## src/design/ghbp_pkg.sv

```systemverilog
package ghbp_pkg;

  // Table geometry
  localparam int PC_INDEX_BITS = 12;
  localparam int HISTORY_BITS  = 4;
  localparam int TABLE_BITS    = PC_INDEX_BITS + HISTORY_BITS;
  localparam int TABLE_DEPTH   = 1 << TABLE_BITS;
  localparam int ADDRESS_WIDTH = 32;

  // Front-to-back queue
  localparam int QUEUE_DEPTH   = 2;
  localparam int QPTR_W        = $clog2(QUEUE_DEPTH);
  localparam int QCNT_W        = $clog2(QUEUE_DEPTH + 1);

  typedef logic [TABLE_BITS-1:0]    table_index_t;
  typedef logic [HISTORY_BITS-1:0]  history_t;
  typedef logic [1:0]               counter_t;
  typedef logic [QPTR_W-1:0]        qptr_t;
  typedef logic [QCNT_W-1:0]        qcount_t;

  // Counter states
  localparam counter_t STRONG_NOT_TAKEN = 2'd0;
  localparam counter_t WEAK_NOT_TAKEN   = 2'd1;
  localparam counter_t WEAK_TAKEN       = 2'd2;
  localparam counter_t STRONG_TAKEN     = 2'd3;

  typedef struct packed {
    table_index_t index;
    logic         taken;
  } queue_entry_t;

  // Reasons for the front to hold off new items
  typedef struct packed {
    logic queue_full;
    logic clearing;
  } front_hold_t;

  // Saturating update with the jump from either weak state to the strong one
  function automatic counter_t next_counter(counter_t cnt, logic taken);
    counter_t res;
    if (taken) begin
      res = (cnt == STRONG_NOT_TAKEN) ? WEAK_NOT_TAKEN : STRONG_TAKEN;
    end else begin
      res = (cnt == STRONG_TAKEN) ? WEAK_TAKEN : STRONG_NOT_TAKEN;
    end
    return res;
  endfunction

endpackage

```

## src/design/ghbp_queue.sv

```systemverilog
module ghbp_queue (
  input  logic                   clk,
  input  logic                   rst,
  input  logic                   push,
  input  ghbp_pkg::queue_entry_t push_entry,
  output logic                   full,
  output logic                   pop_valid,
  output ghbp_pkg::queue_entry_t pop_entry,
  input  logic                   pop
);
  import ghbp_pkg::*;

  queue_entry_t slots [QUEUE_DEPTH];
  qptr_t        wr_ptr;
  qptr_t        rd_ptr;
  qcount_t      count;

  assign full      = (count == qcount_t'(QUEUE_DEPTH));
  assign pop_valid = (count != '0);
  assign pop_entry = slots[rd_ptr];

  // Store pushed items
  always_ff @(posedge clk) begin
    if (push) begin
      slots[wr_ptr] <= push_entry;
    end
  end

  // Advance pointers and occupancy
  always_ff @(posedge clk) begin
    if (rst) begin
      wr_ptr <= '0;
      rd_ptr <= '0;
      count  <= '0;
    end else begin
      if (push) begin
        wr_ptr <= wr_ptr + qptr_t'(1);
      end
      if (pop) begin
        rd_ptr <= rd_ptr + qptr_t'(1);
      end
      if (push && !pop) begin
        count <= count + qcount_t'(1);
      end else if (pop && !push) begin
        count <= count - qcount_t'(1);
      end
    end
  end

endmodule

```

## config.mk

```make
export PLATFORM = sky130hd
export DESIGN_NAME = ghbp_queue
export DESIGN_NICKNAME = d
export VERILOG_FILES = /design/src/design/ghbp_pkg.sv /design/src/design/ghbp_queue.sv
export SDC_FILE = /design/constraint.sdc
export NUM_CORES = 1
export LEC_CHECK = 0
export ABC_AREA = 1
export BUFFER_PORTS_ARGS = -buffer_cell sky130_fd_sc_hd__clkbuf_2
export CORE_MARGIN = 5
export CORE_UTILIZATION = 40
export CTS_BUF_LIST = sky130_fd_sc_hd__clkbuf_4 sky130_fd_sc_hd__clkbuf_8
export DETAILED_ROUTE_END_ITERATION = 8
export GPL_TIMING_DRIVEN = 1
export PLACE_DENSITY = 0.71
export SLEW_MARGIN = 10
export SYNTH_ARGS = -nofsm -noshare
export SYNTH_HDL_FRONTEND = slang
export SYNTH_SLANG_ARGS = --single-unit
```

## constraint.sdc

```tcl
create_clock -name clk -period 1.6 [get_ports clk]
set_input_delay 0.32 -clock clk [delete_from_list [all_inputs] [get_ports clk]]
set_output_delay 0.32 -clock clk [all_outputs]
set_load 0.02 [all_outputs]
```

## Word level (Yosys, flattened, before mapping)

Memories as Yosys holds them, arrays and structs flattened. A register that Yosys moved wholly into a read port is not among the register bits.
Index checks and enable logic that the tools add are counted.

| operators by class | value |
|---|---|
| $add $sub $neg | 4 |
| equality and inequality tests | 1 |
| muxes and demuxes | 6 |
| reductions and logical operators | 6 |

Operator list:

| cell | count |
|---|---|
| two-way mux 1 bit | 4 |
| two-way mux 2 bit | 2 |
| nonzero test 2 bit | 2 |
| adder 1 bit, second input constant | 2 |
| adder 2 x 1 -> 2 bit, second input constant | 1 |
| equality test 2 bit, second input constant | 1 |
| logical AND 1 bit | 2 |
| zero test 1 bit | 2 |
| subtractor 2 x 1 -> 2 bit, second input constant | 1 |

| storage, ports and cells | value |
|---|---|
| bits in registers | 4 |
| RAM bits | 34 |
| input port bits | 21 |
| output and inout bits | 19 |
| word-level logic and storage cells | 21 |
| memories kept | 1 |

Memories:

| name | words | bits a word | rd ports | clocked after memory_dff | write ports | line | source |
|---|---|---|---|---|---|---|---|
| slots | 2 | 17 | 1 | 1 | 1 | ghbp_queue.sv:13 | `queue_entry_t slots [QUEUE_DEPTH];` |

## Depth between registers and ports, before layout

| depth | value |
|---|---|
| depth in word-level cells | 4 |
| mapped depth | 8 |
| gate-level depth less buffers | 8 |

## Worst setup path before layout

No wires, ideal clock.

| timing path | value |
|---|---|
| path type | input -> register |
| from | input port push |
| to | memory slots[0][0] in the netlist's numbering, enable pin |
| library setup time | 0.391 ns |
| arrival | 1.083 ns |
| data required time | 1.209 ns |
| slack | 0.126 ns |
| stages | 2 |
| buffers on the path | 0 |
| cells stage by stage | inv_1 > nor2_1 |

| between the ends | value |
|---|---|
| longest elaborated chain between the ends | 2 |

Ends and longest elaborated chain:

| element | line | source |
|---|---|---|
| from (decl) | ghbp_queue.sv:4 | `input logic push,` |
| two-way mux 1 bit | ghbp_queue.sv:24 | `if (push) begin` |
| two-way mux 1 bit (implied by the code) | ghbp_queue.sv:25 | `slots[wr_ptr] <= push_entry;` |
| to (decl) | ghbp_queue.sv:13 |  |

Every way passes these cells.

==> flow_summary.ini <==
[floorplanning]
die_width_um = 71.4
placementRows = 22
die_y_um = 71.4
core_region_area_sq_mm = 0.00366
io_pins = 40
dieArea_sq_mm = 0.00510
initial_core_util_pct = 41.2

[global_route]
gr-total-overflow = 0
antenna_found_initial = 0
met2_usage_pct = 17.2
grt_util_met3_pct = 5.33
grt_pass1_wl_mm = 4.05
grt_use_total_pct = 10.7
grt_max_degree = 12
grt_pass1_vias = 903
met1_usage_pct = 11.7
top_usage_layer = met2

[worst_hold_path]
holdPathStages = 1
worstHoldStart = push_entry[16]
min_path_type = in2reg
whs_endpoint = slots[1][16]$_DFFE_PP_

[clocking]
clockBufferDepth = 2
cts_tree = done
cts_max_level = 2
clk_pin_slew_ns = 0.07
root_buffer = clkbuf_8
cts.sinks = 39
clk_latency_ns = 0.28
numCtsBuffers = 5

[logic_synthesis]
synthSimpleGateAreaFrac_pct = 4.07
synth_top_family_by_area = multiplexers
syn-cell-area_sq_mm = 0.00151
ys_ff_latch = 39
synth_fp_nets = 108
yosysSeqAreaShare_pct = 74.4
synth-compound-area-share_pct = 0.664
synthCells = 86
synth.avg_cell_area_sq_um = 17.5
synth_top_area_share_pct = 67.7
synth-edff-count = 34
synth_fa_ha_area_share_pct = 0.830
synth_most_common_cell = edfxtp_1
ys_warn_count = 0
synth_ff_type = edfxtp_1
synth_common_cells = edfxtp_1, mux2_4, inv_1, mux2_2
synthDistinctLibCells = 16
async_flop_share_pct = 0
synth_area_leaders = edfxtp_1, mux2_4, dfxtp_1
yosysTopAreaCell = edfxtp_1
synthXorXnorAreaFrac_pct = 0.581
synth.mux.area_fraction_pct = 15.2

[route]
vias = 845
dr.first_iter.drc_count = 17
ant_nets = 0
via_per_inst = 4.54
wl_per_cell_um = 13.5
drc = 0
routed_wl_mm = 2.51
dr.pass1.iters = 3

[sta]
slew_headroom_pct = 82.0
finClkSkew_ns = 0.00303
min_period_ns = 1.59
hold_viol = 0
setup_viol = 0
fin_crit_sh_pct = 99.1
setup_tns_ns = 0
max_freq_mhz = 631
drv_slew = 0
grt_setup_unrepaired = yes
tightest_slew_ns = 0.270

[setup_path]
cp-start-kind = flop
reg2reg_depth = 3
cp.arrival_ns = 1.27
required_ns = 1.28
r2r-end = slots[1][15]$_DFFE_PP_
critPathMaxStageDelay_ns = 0.36
cp_slowest_cell = dfxtp_2
reg2reg_slack_ns = 0.43
r2r-start = wr_ptr$_SDFFE_PP0P_
path_cells = buf_4 > mux2_4 > clkbuf_2
timing.critical_path.fanout_max = 5
crit_buf_inv = 2
critical_path.endpoint_type = primary output
critPathKind = reg2out
path_delay_family = flip-flops

[placed_design]
gp_routability_congestion = 0.688
placed_area_sq_mm = 0.00178
io_buffers = 39
place_hpwl_mm = 1.85
dp_cells = 177

[cells_and_area]
drive_gt1_share_pct = 52.2
n_antenna_cell = 0
fin_area_sq_mm = 0.00196
nNetsFinal = 159
instances_no_fill = 186
fillers = 323
areaGrowthSynthToFinish_pct = 29.7

[power_and_ir_drop]
power_density_mw_per_mm2 = 1130
leakage_uw = 0.000828
ir_drop_uv = 617

[run_status]
status = complete, no violations

[flow_run]
maxCapViolations = 0
-- final cells by class --
| type | instances | area, sq um | area share [%] |
|---|---|---|---|
| sequential | 39 | 1120 | 57.4 |
| multi-input combinational | 36 | 332 | 17.0 |
| timing repair buffer | 46 | 314 | 16.1 |
| clock buffer | 7 | 90.1 | 4.61 |
| tap | 48 | 60.1 | 3.07 |
| inverter | 9 | 33.8 | 1.73 |
| clock inverter | 1 | 3.75 | 0.192 |
-- through the flow --
| stage | utilization (%) | hold slack [ns] | setup WS [ns] | total power [uW] |
|---|---|---|---|---|
| 6_report | 53.4 | 0.226 | 0.0145 | 2210 |
| 5_1_grt | 53.4 | 0.213 | -0.0413 | 2320 |
| 4_1_cts | 52.3 | 0.211 | -0.00663 | 2220 |
| 3_5_place_dp | 48.6 | 0.513 | 0.220 | 1540 |
| 3_3_place_gp | 48.6 | 0.498 | 0.236 | 1520 |
| 2_1_floorplan | - | 0.392 | 0.126 | 1430 |
-- cells in the final DEF, fill, tap and decap left out, drive strengths merged --
cell    netlist  final
xnor2         1      1
inv           9      9
dfxtp         5      5
nor2          6      6
ha            1      1
nor3          1      1
nand2         6      6
a21oi         1      1
nand4         1      1
buf           2     16
o21ai         1      1
clkbuf        0     37
nand3         1      1
edfxtp       34     34
clkinv        0      1
mux2         17     17
-- worst register-to-register path: stages (launching register included) --
cell	delay, ns
dfxtp_1	0.37
nand2_1	0.07
inv_1	0.22
buf_4	0.23
-- worst max-delay path by stage --
stage | endpoint | from | cells after the start | slack, ns
floorplan | slots[0][0]$_DFFE_PP_ | push | 2 | 0.13
global placement | pop_entry[1] | flop | 3 | 0.24
detailed placement | pop_entry[1] | flop | 3 | 0.22
CTS | pop_entry[7] | flop | 3 | -0.007
global route | pop_entry[16] | flop | 3 | -0.04
finish | pop_entry[5] | flop | 3 | 0.01
-- per-layer routing --
layer,wire length [um],vias to the layer above
li1,-,408
met1,1010,398
met2,1210,35
met3,237,4
met4,47,0
met5,0,-
-- what timing repair did --
item | CTS | global route
hold buffers | 0 | 0
endpoints found under the hold margin | 0 | 0
gates resized for setup | 10 | 22
buffers inserted | 0 | 0
setup endpoints to repair | 13 | 16
gates cloned | 1 | 0
-- registers in the layout, indices dropped and copies added, names as in the netlist, named ones only --
signal / flops
slots: 34
rd_ptr: 1
count: 2
wr_ptr: 1
-- cells by family (layout without fill, tap and decap cells) --
logic type	after synthesis	after routing
XOR/XNOR	1	1
adder cells (fa/ha/maj)	1	1
multiplexers	17	17
AO/OA/AOI/OAI	2	2
buffers and inverters	11	63
AND/OR/NAND/NOR	15	15
flip-flops	39	39
-- report_power, final --
| group | total [uW] | switching, uW | internal (uW) |
|---|---|---|---|
| Combinational | 363 | 184 | 179 |
| Sequential | 1190 | 20.0 | 1170 |
| Clock | 654 | 292 | 361 |
| Total | 2210 | 496 | 1710 |
(Power assumes the default switching activity.)
