--- config.mk ---
export PLATFORM = sky130hd
export DESIGN_NAME = ghbp_front
export DESIGN_NICKNAME = d
export VERILOG_FILES = /design/src/design/ghbp_pkg.sv /design/src/design/ghbp_front.sv
export SDC_FILE = /design/constraint.sdc
export NUM_CORES = 1
export LEC_CHECK = 0
export BUFFER_PORTS_ARGS = -buffer_cell sky130_fd_sc_hd__buf_4
export CAP_MARGIN = 20
export CORE_AREA = 2 2 39 41
export DETAILED_ROUTE_END_ITERATION = 10
export DIE_AREA = 0 0 41 43
export GPL_ROUTABILITY_DRIVEN = 0
export MAX_ROUTING_LAYER = met4
export PLACE_DENSITY = 0.69
export SKIP_CTS_REPAIR_TIMING = 1
export SLEW_MARGIN = 20
export SYNTH_ARGS = -nofsm -noshare
export SYNTH_HDL_FRONTEND = slang
export SYNTH_SLANG_ARGS = --single-unit
--- constraint.sdc ---
create_clock -name clk -period 0.8 [get_ports clk]
set_input_delay 0.12 -clock clk [delete_from_list [all_inputs] [get_ports clk]]
set_output_delay 0.12 -clock clk [all_outputs]
set_load 0.01 [all_outputs]
--- src/design/ghbp_pkg.sv ---
package ghbp_pkg;

  // Table geometry
  localparam int PC_INDEX_BITS = 12;
  localparam int HISTORY_BITS  = 4;
  localparam int TABLE_BITS    = PC_INDEX_BITS + HISTORY_BITS;
  localparam int TABLE_DEPTH   = 1 << TABLE_BITS;
  localparam int ADDRESS_WIDTH = 32;

  // Front-to-back queue
  localparam int QUEUE_DEPTH   = 2;
  localparam int QPTR_W        = $clog2(QUEUE_DEPTH);
  localparam int QCNT_W        = $clog2(QUEUE_DEPTH + 1);

  typedef logic [TABLE_BITS-1:0]    table_index_t;
  typedef logic [HISTORY_BITS-1:0]  history_t;
  typedef logic [1:0]               counter_t;
  typedef logic [QPTR_W-1:0]        qptr_t;
  typedef logic [QCNT_W-1:0]        qcount_t;

  // Counter states
  localparam counter_t STRONG_NOT_TAKEN = 2'd0;
  localparam counter_t WEAK_NOT_TAKEN   = 2'd1;
  localparam counter_t WEAK_TAKEN       = 2'd2;
  localparam counter_t STRONG_TAKEN     = 2'd3;

  typedef struct packed {
    table_index_t index;
    logic         taken;
  } queue_entry_t;

  // Reasons for the front to hold off new items
  typedef struct packed {
    logic queue_full;
    logic clearing;
  } front_hold_t;

  // Saturating update with the jump from either weak state to the strong one
  function automatic counter_t next_counter(counter_t cnt, logic taken);
    counter_t res;
    if (taken) begin
      res = (cnt == STRONG_NOT_TAKEN) ? WEAK_NOT_TAKEN : STRONG_TAKEN;
    end else begin
      res = (cnt == STRONG_TAKEN) ? WEAK_TAKEN : STRONG_NOT_TAKEN;
    end
    return res;
  endfunction

endpackage

--- src/design/ghbp_front.sv ---
module ghbp_front (
  input  logic                       clk,
  input  logic                       rst,
  input  logic                       in_valid,
  output logic                       in_stall,
  input  logic [ghbp_pkg::ADDRESS_WIDTH-1:0] branch_address,
  input  logic                       branch_taken,
  input  ghbp_pkg::front_hold_t      hold,
  output logic                       push,
  output ghbp_pkg::queue_entry_t     push_entry
);
  import ghbp_pkg::*;

  history_t history;
  history_t history_next;

  // Hold off items while the table clears or the queue is full
  assign in_stall = hold.clearing | hold.queue_full;
  assign push     = in_valid & ~in_stall;

  // Form the table index from history (upper) and low PC bits (lower)
  assign push_entry.index = {history, branch_address[PC_INDEX_BITS-1:0]};
  assign push_entry.taken = branch_taken;

  // Shift the outcome in as the newest bit, oldest drops out
  assign history_next = history_t'({history, branch_taken});

  always_ff @(posedge clk) begin
    if (rst) begin
      history <= '1;
    end else if (push) begin
      history <= history_next;
    end
  end

endmodule

; ---- Word-level counts from Yosys, hierarchy flattened
; Index checks and enable logic that the tools add are counted.
; W data, S select, Z words.
[totals]
ff_bits = 4
output_inout_bits = 19
inputBits = 38
elab_cells = 4
[classes]
n_bitwise = 3
[ops]
columns = op, count
row1 = $and A1 B1 Y1, 1
row2 = $not A1 Y1, 1
row3 = $or A1 B1 Y1, 1

; ---- Depth between registers and ports, before layout
; Gate-level depths: netlist of run 1.
[logic_depth]
word_depth = 3
ltp_mapped = 2
ltp_nobuf = 2

; ---- Worst setup path before layout of run 1
; Ideal clock, no wire load.
[synth_timing]
kind = input -> register
from = input port hold[1] (netlist bit)
to = register history[0]
n_path_buf = 0
cell_stages = 2
t_arrival_ns = 0.672
setup_slack_ns = 0.056
required_ns = 0.728
cell_sequence = nor3b_4 > mux2i_1
[synth_between]
elab_chain_len = 3
[synth_rtl]
columns = element, line
row1 = from (decl), ghbp_front.sv:8  ; input ghbp_pkg::front_hold_t hold,
row2 = $or A1 B1 Y1, ghbp_front.sv:18  ; assign in_stall = hold.clearing | hold.queue_full;
row3 = $not A1 Y1, ghbp_front.sv:19  ; assign push = in_valid & ~in_stall;
row4 = $and A1 B1 Y1, ghbp_front.sv:19
row5 = to (signal assigned), ghbp_front.sv:32  ; history <= history_next;
row6 = to (decl), ghbp_front.sv:14  ; history_t history;
; Every way passes these cells.
; A chain may end at the register's enable or synchronous reset.

; ---- Worst setup path after layout of run 1
[layout_timing]
from = register history[1]
to = output port push_entry[14] (netlist bit)
[layout_rtl]
columns = element, line
row1 = to (decl), ghbp_front.sv:10  ; output ghbp_pkg::queue_entry_t push_entry
; No word-level cell between the ends.

==> flow_metrics.tcl, run 1 <==
set metrics [dict create \
    status "finished clean" \
    cellLeakagePower_nw 0.139 \
    hold_violations 0 \
    arrival_ns 0.66 \
    fin_setup_tns_ns 0 \
    start_util 0.189 \
    io-pin-count 57 \
    core_area_sq_mm 0.00138 \
    diodes 0 \
    period_minus_slack_ns 0.777 \
    crit_chain "buf_6" \
    power_frac_comb 0.137 \
    regMostFlops "history" \
    synth_cells 28 \
    worst_slew_pin_slew_ns 0.273 \
    wl_um 446 \
    critPathMaxStageDelay_ns 0.32 \
    cts_tree "done" \
    dr.pass1.iters 1 \
    area_growth_pct 28.2 \
    antenna_found_initial 0 \
    num_vias 187 \
    cts_root_buf "clkbuf_4" \
    yosys.area_share.simple 0.167 \
    synth_xor_area_frac 0 \
    nNetsFinal 71 \
    maxCapViolations 0 \
    synth_top_family_by_area "buffers and inverters" \
    post-route-util 0.242 \
    multi_input_area_sq_um 83.8 \
    internal_power_uw 416 \
    max_slew_margin 0.818 \
    dpl.cell_count 43 \
    syn_nets 66 \
    ys_seq_area_frac 0.306 \
    slew_violations 0 \
    crit_family "flip-flops" \
    final_cells 47 \
    slowest_stage "dfxtp_2" \
    drc 0 \
    grt_pass1_vias 174 \
    p_seq_frac 0.397 \
    synth_compound_area_frac 0 \
    fmax_mhz 1290 \
    worstSetupEndpointType "output port" \
    drive_above_1_share 0.710 \
    largest_reg_flops 4 \
    critPathMaxFanout 2 \
    synthMuxAreaShare 0.153 \
    die-area_sq_mm 0.00176 \
    power_uw 516 \
    path_buf_inv 1 \
    ys_warn_count 0 \
    cts_sinks 4 \
    setup.worst_path.start_class "register" \
    routedWlPerCell_um 9.49 \
    cts_made_buffers 3 \
    reg.largest.list "history x4" \
    grt_overflow_total 0 \
    grt_start_max_net_pins 6 \
    seq_area_sq_um 85.1 \
    port_buffers 12 \
    drt-initial-drc-count 0 \
    setup_viol 0 \
    rsz0062_at_grt "yes" \
    synthAdderAreaFrac 0 \
    timing.final.ws_setup_ns 0.0230 \
    chipHeight_um 43 \
    htreeDepth 1 \
    ir_worst_vdd_v 0.000274 \
    switching_share 0.195 \
    rows 14 \
    grt_pass1_wl_um 572 \
    syn-cell-area_sq_um 262 \
    worst-endpoint-required_ns 0.68 \
    critPathKind "reg -> out" \
    power_density_mw_per_mm2 1540 \
    clkTransAtPathRegs_ns 0.03 \
    switchingPower_uw 101 \
    postRouteAntennaNets 0 \
    fin_crit_sh 0.971 \
    fin_skew_ns 0.00145 \
    routed_via_density 3.98 \
    globalRouteTotalUtil 0.0534 \
    synthDistinctLibCells 6 \
    power_frac_clock 0.467 \
    hp-class "in -> reg" \
    ys_seq_elements 4 \
    postSynthAreaPerCell_sq_um 9.34 \
    clockBufferDepth 2 \
    clk_latency_ns 0.23 \
    fillCellCount 159 \
    dp_slack_ns -0.0897 \
    die_w_um 41 \
]
## layer usage
metal	up-vias	track usage	wire length (um)
met5	-	-	0
met4	0	0.0933	4
met3	2	0.0157	73
met2	14	0.0750	213
met1	89	0.0353	155
li1	82	-	-
## synth_stat cells
cell	number	area, sq um
buf_4	13	97.6
nor2_1	5	18.8
dfxtp_1	4	80.1
mux2i_1	4	40.0
nor3b_4	1	18.8
or2_2	1	6.26
## worst register-to-register path, cell delays in order (launching register included)
cell and delay, ns:
dfxtp_2 0.32, nor2_1 0.15, mux2i_1 0.10
## worst paths after layout
kind | slack [ns] | end | cells past startpoint | startpoint
max | 0.02 | push_entry[14] | 1 | history[1]$_SDFFE_PP1P_
min | 0.16 | history[0]$_SDFFE_PP1P_ | 3 | branch_taken
max reg2reg | 0.12 | history[2]$_SDFFE_PP1P_ | 2 | history[1]$_SDFFE_PP1P_
min reg2reg | 0.52 | history[0]$_SDFFE_PP1P_ | 2 | history[0]$_SDFFE_PP1P_
## layout by cell type, fill, tap and decap left out, drive strengths merged
cell type / netlist / layout
dfxtp: 4 / 4
buf: 13 / 13
nor2: 5 / 5
nor3b: 1 / 1
clkbuf: 0 / 3
mux2i: 4 / 4
or2: 1 / 1
## power by group through the flow
stage	clock network, mW	registers, mW	logic, mW
5_1_grt	0.262	0.205	0.0763
3_3_place_gp	0	0.207	0.0615
4_1_cts	0.258	0.204	0.0625
2_1_floorplan	0	0.208	0.0856
6_report	0.241	0.205	0.0705
3_5_place_dp	0	0.207	0.0624
## per-stage QoR
step,instance area [sq um],hold WS [ns]
after CTS,297,0.161
after detailed placement,274,0.240
after floorplan,262,0.276
after global placement,274,0.240
final,335,0.163
after global routing,335,0.190
## logic make-up (layout without fill, tap and decap cells)
group | after synthesis | after routing
AND/OR/NAND/NOR | 7 | 7
buffers and inverters | 13 | 16
multiplexers | 4 | 4
flip-flops | 4 | 4
## final cells by class
type | instances | area share
flip-flops and latches | 4 | 0.254
well taps | 16 | 0.0597
clock buffers | 3 | 0.0672
repair buffers | 13 | 0.369
multi-input cells | 11 | 0.250
Note: power is estimated with default switching activity, not from simulation.
==> inputs of run 2 (changes only) <==
Settings changed: CELL_PAD_IN_SITES_DETAIL_PLACEMENT from default to 1, CELL_PAD_IN_SITES_GLOBAL_PLACEMENT from default to 1, CORE_AREA 2 2 39 41 to default, CORE_MARGIN from default to 1.5, CORE_UTILIZATION from default to 12, DIE_AREA 0 0 41 43 to default, PLACE_DENSITY 0.69 to default, PLACE_DENSITY_LB_ADDON from default to 0.1.
==> run 2 against run 1 <==
- clock skew rose by 0.0023 ns
- global-route usage grew 0.76 points
- clock power increased by 8.7%
- design area up 4.1%
- non-clock buffer count increased by 1
- combinational power up 0.7%
- critical path depth did not move
- first-iteration DRC count stayed put
- setup slack got worse by 0.013 ns
- largest cell class unchanged
- highest routed layer unchanged
==> flow_metrics.tcl, run 2 (synthesized netlist as in run 1, its figures left out) <==
set metrics [dict create \
    ir_worst_vdd_v 0.000459 \
    reg.largest.list "history x4" \
    cts_root_buf "clkbuf_4" \
    grt_start_max_net_pins 6 \
    critPathMaxFanout 2 \
    nNetsFinal 72 \
    num_vias 193 \
    power_density_mw_per_mm2 1540 \
    period_minus_slack_ns 0.790 \
    path_buf_inv 1 \
    clk_latency_ns 0.24 \
    arrival_ns 0.67 \
    start_util 0.131 \
    die-area_sq_mm 0.00247 \
    postRouteAntennaNets 0 \
    globalRouteTotalUtil 0.0611 \
    power_uw 538 \
    maxCapViolations 0 \
    drc 0 \
    die_w_um 49.7 \
    fin_crit_sh 0.988 \
    critPathMaxStageDelay_ns 0.31 \
    grt_pass1_vias 191 \
    dpl-instance-area_sq_um 295 \
    largest_reg_flops 4 \
    worst-endpoint-required_ns 0.68 \
    timing.final.ws_setup_ns 0.00978 \
    dp_slack_ns -0.0712 \
    dp_hpwl_um 581 \
    core_area_sq_mm 0.00200 \
    grt_pass1_wl_um 986 \
    setup.worst_path.start_class "register" \
    dpl.cell_count 55 \
    cts_tree "done" \
    clockBufferDepth 2 \
    htreeDepth 1 \
    cts_made_buffers 3 \
    layout_commonest_cell "buf_4" \
    routed_via_density 3.27 \
    fillCellCount 244 \
    diodes 0 \
    area_growth_pct 33.5 \
    cellLeakagePower_nw 0.141 \
    wl_um 694 \
    critPathKind "reg -> out" \
    crit_family "flip-flops" \
    most-common-layout-cells "buf_4 (9), nor2_1 (5), buf_6 (5), mux2i_1 (4), dfxtp_2 (4)" \
    antenna_found_initial 0 \
    clkTransAtPathRegs_ns 0.04 \
    worst_slew_pin_slew_ns 0.115 \
    max_slew_margin 0.921 \
    hp-class "in -> reg" \
    setup_viol 0 \
    stdcell_area_sq_um 349 \
    slowest_stage "dfxtp_2" \
    crit_chain "buf_6" \
    rows 16 \
    status "finished clean" \
    regMostFlops "history" \
    slew_violations 0 \
    routedWlPerCell_um 11.8 \
    final_cells 59 \
    fin_skew_ns 0.00378 \
    chipHeight_um 49.7 \
    grt_overflow_total 0 \
    multi_input_area_sq_um 83.8 \
    dr.pass1.iters 1 \
    fin_setup_tns_ns 0 \
    rsz0062_at_grt "yes" \
    cts_sinks 4 \
    drive_above_1_share 0.719 \
    seq_area_sq_um 85.1 \
    fmax_mhz 1270 \
    drt-initial-drc-count 0 \
    worstSetupEndpointType "output port" \
    io-pin-count 57 \
    port_buffers 12 \
    hold_violations 0 \
]
[run 2: cell count changes in the layout (fill, tap and decap cells not counted)]
cell / previous run / this run
buf_4: 6 / 9
buf_6: 7 / 5
[run 2: power by group]
part	leakage (nW)	internal, mW	total, mW	switching, mW
sequential	0.0305	0.203	0.205	0.00153
combinational	0.0970	0.0444	0.0710	0.0266
clock	0.0138	0.168	0.262	0.0936
total	0.141	0.416	0.538	0.122
[run 2: path summary, 6_finish.rpt]
kind,slack (ns),start,to,cells after the start
max,0.01,history[3]$_SDFFE_PP1P_,push_entry[16],1
min,0.15,branch_taken,history[0]$_SDFFE_PP1P_,3
max reg2reg,0.13,history[1]$_SDFFE_PP1P_,history[1]$_SDFFE_PP1P_,2
min reg2reg,0.52,history[3]$_SDFFE_PP1P_,history[3]$_SDFFE_PP1P_,2
[run 2: area by class of cell]
cell class / count / share of cell area
Timing Repair Buffer: 14 / 0.355
Sequential cell: 4 / 0.244
Multi-Input combinational cell: 11 / 0.240
Tap cell: 27 / 0.0968
Clock buffer: 3 / 0.0645
[run 2: per-layer routing]
layer / wire (um) / GRT usage / vias up
met4: 28 / 0.0833 / 0
met5: 0 / - / -
met1: 152 / 0.0331 / 83
li1: - / - / 85
met2: 366 / 0.0867 / 21
met3: 147 / 0.0576 / 4
[run 2: per-stage QoR]
step / hold WS, ns / utilization
6_report: 0.154 / 0.174
3_3_place_gp: 0.240 / 0.148
2_1_floorplan: 0.276 / -
4_1_cts: 0.155 / 0.159
3_5_place_dp: 0.240 / 0.148
5_1_grt: 0.151 / 0.174
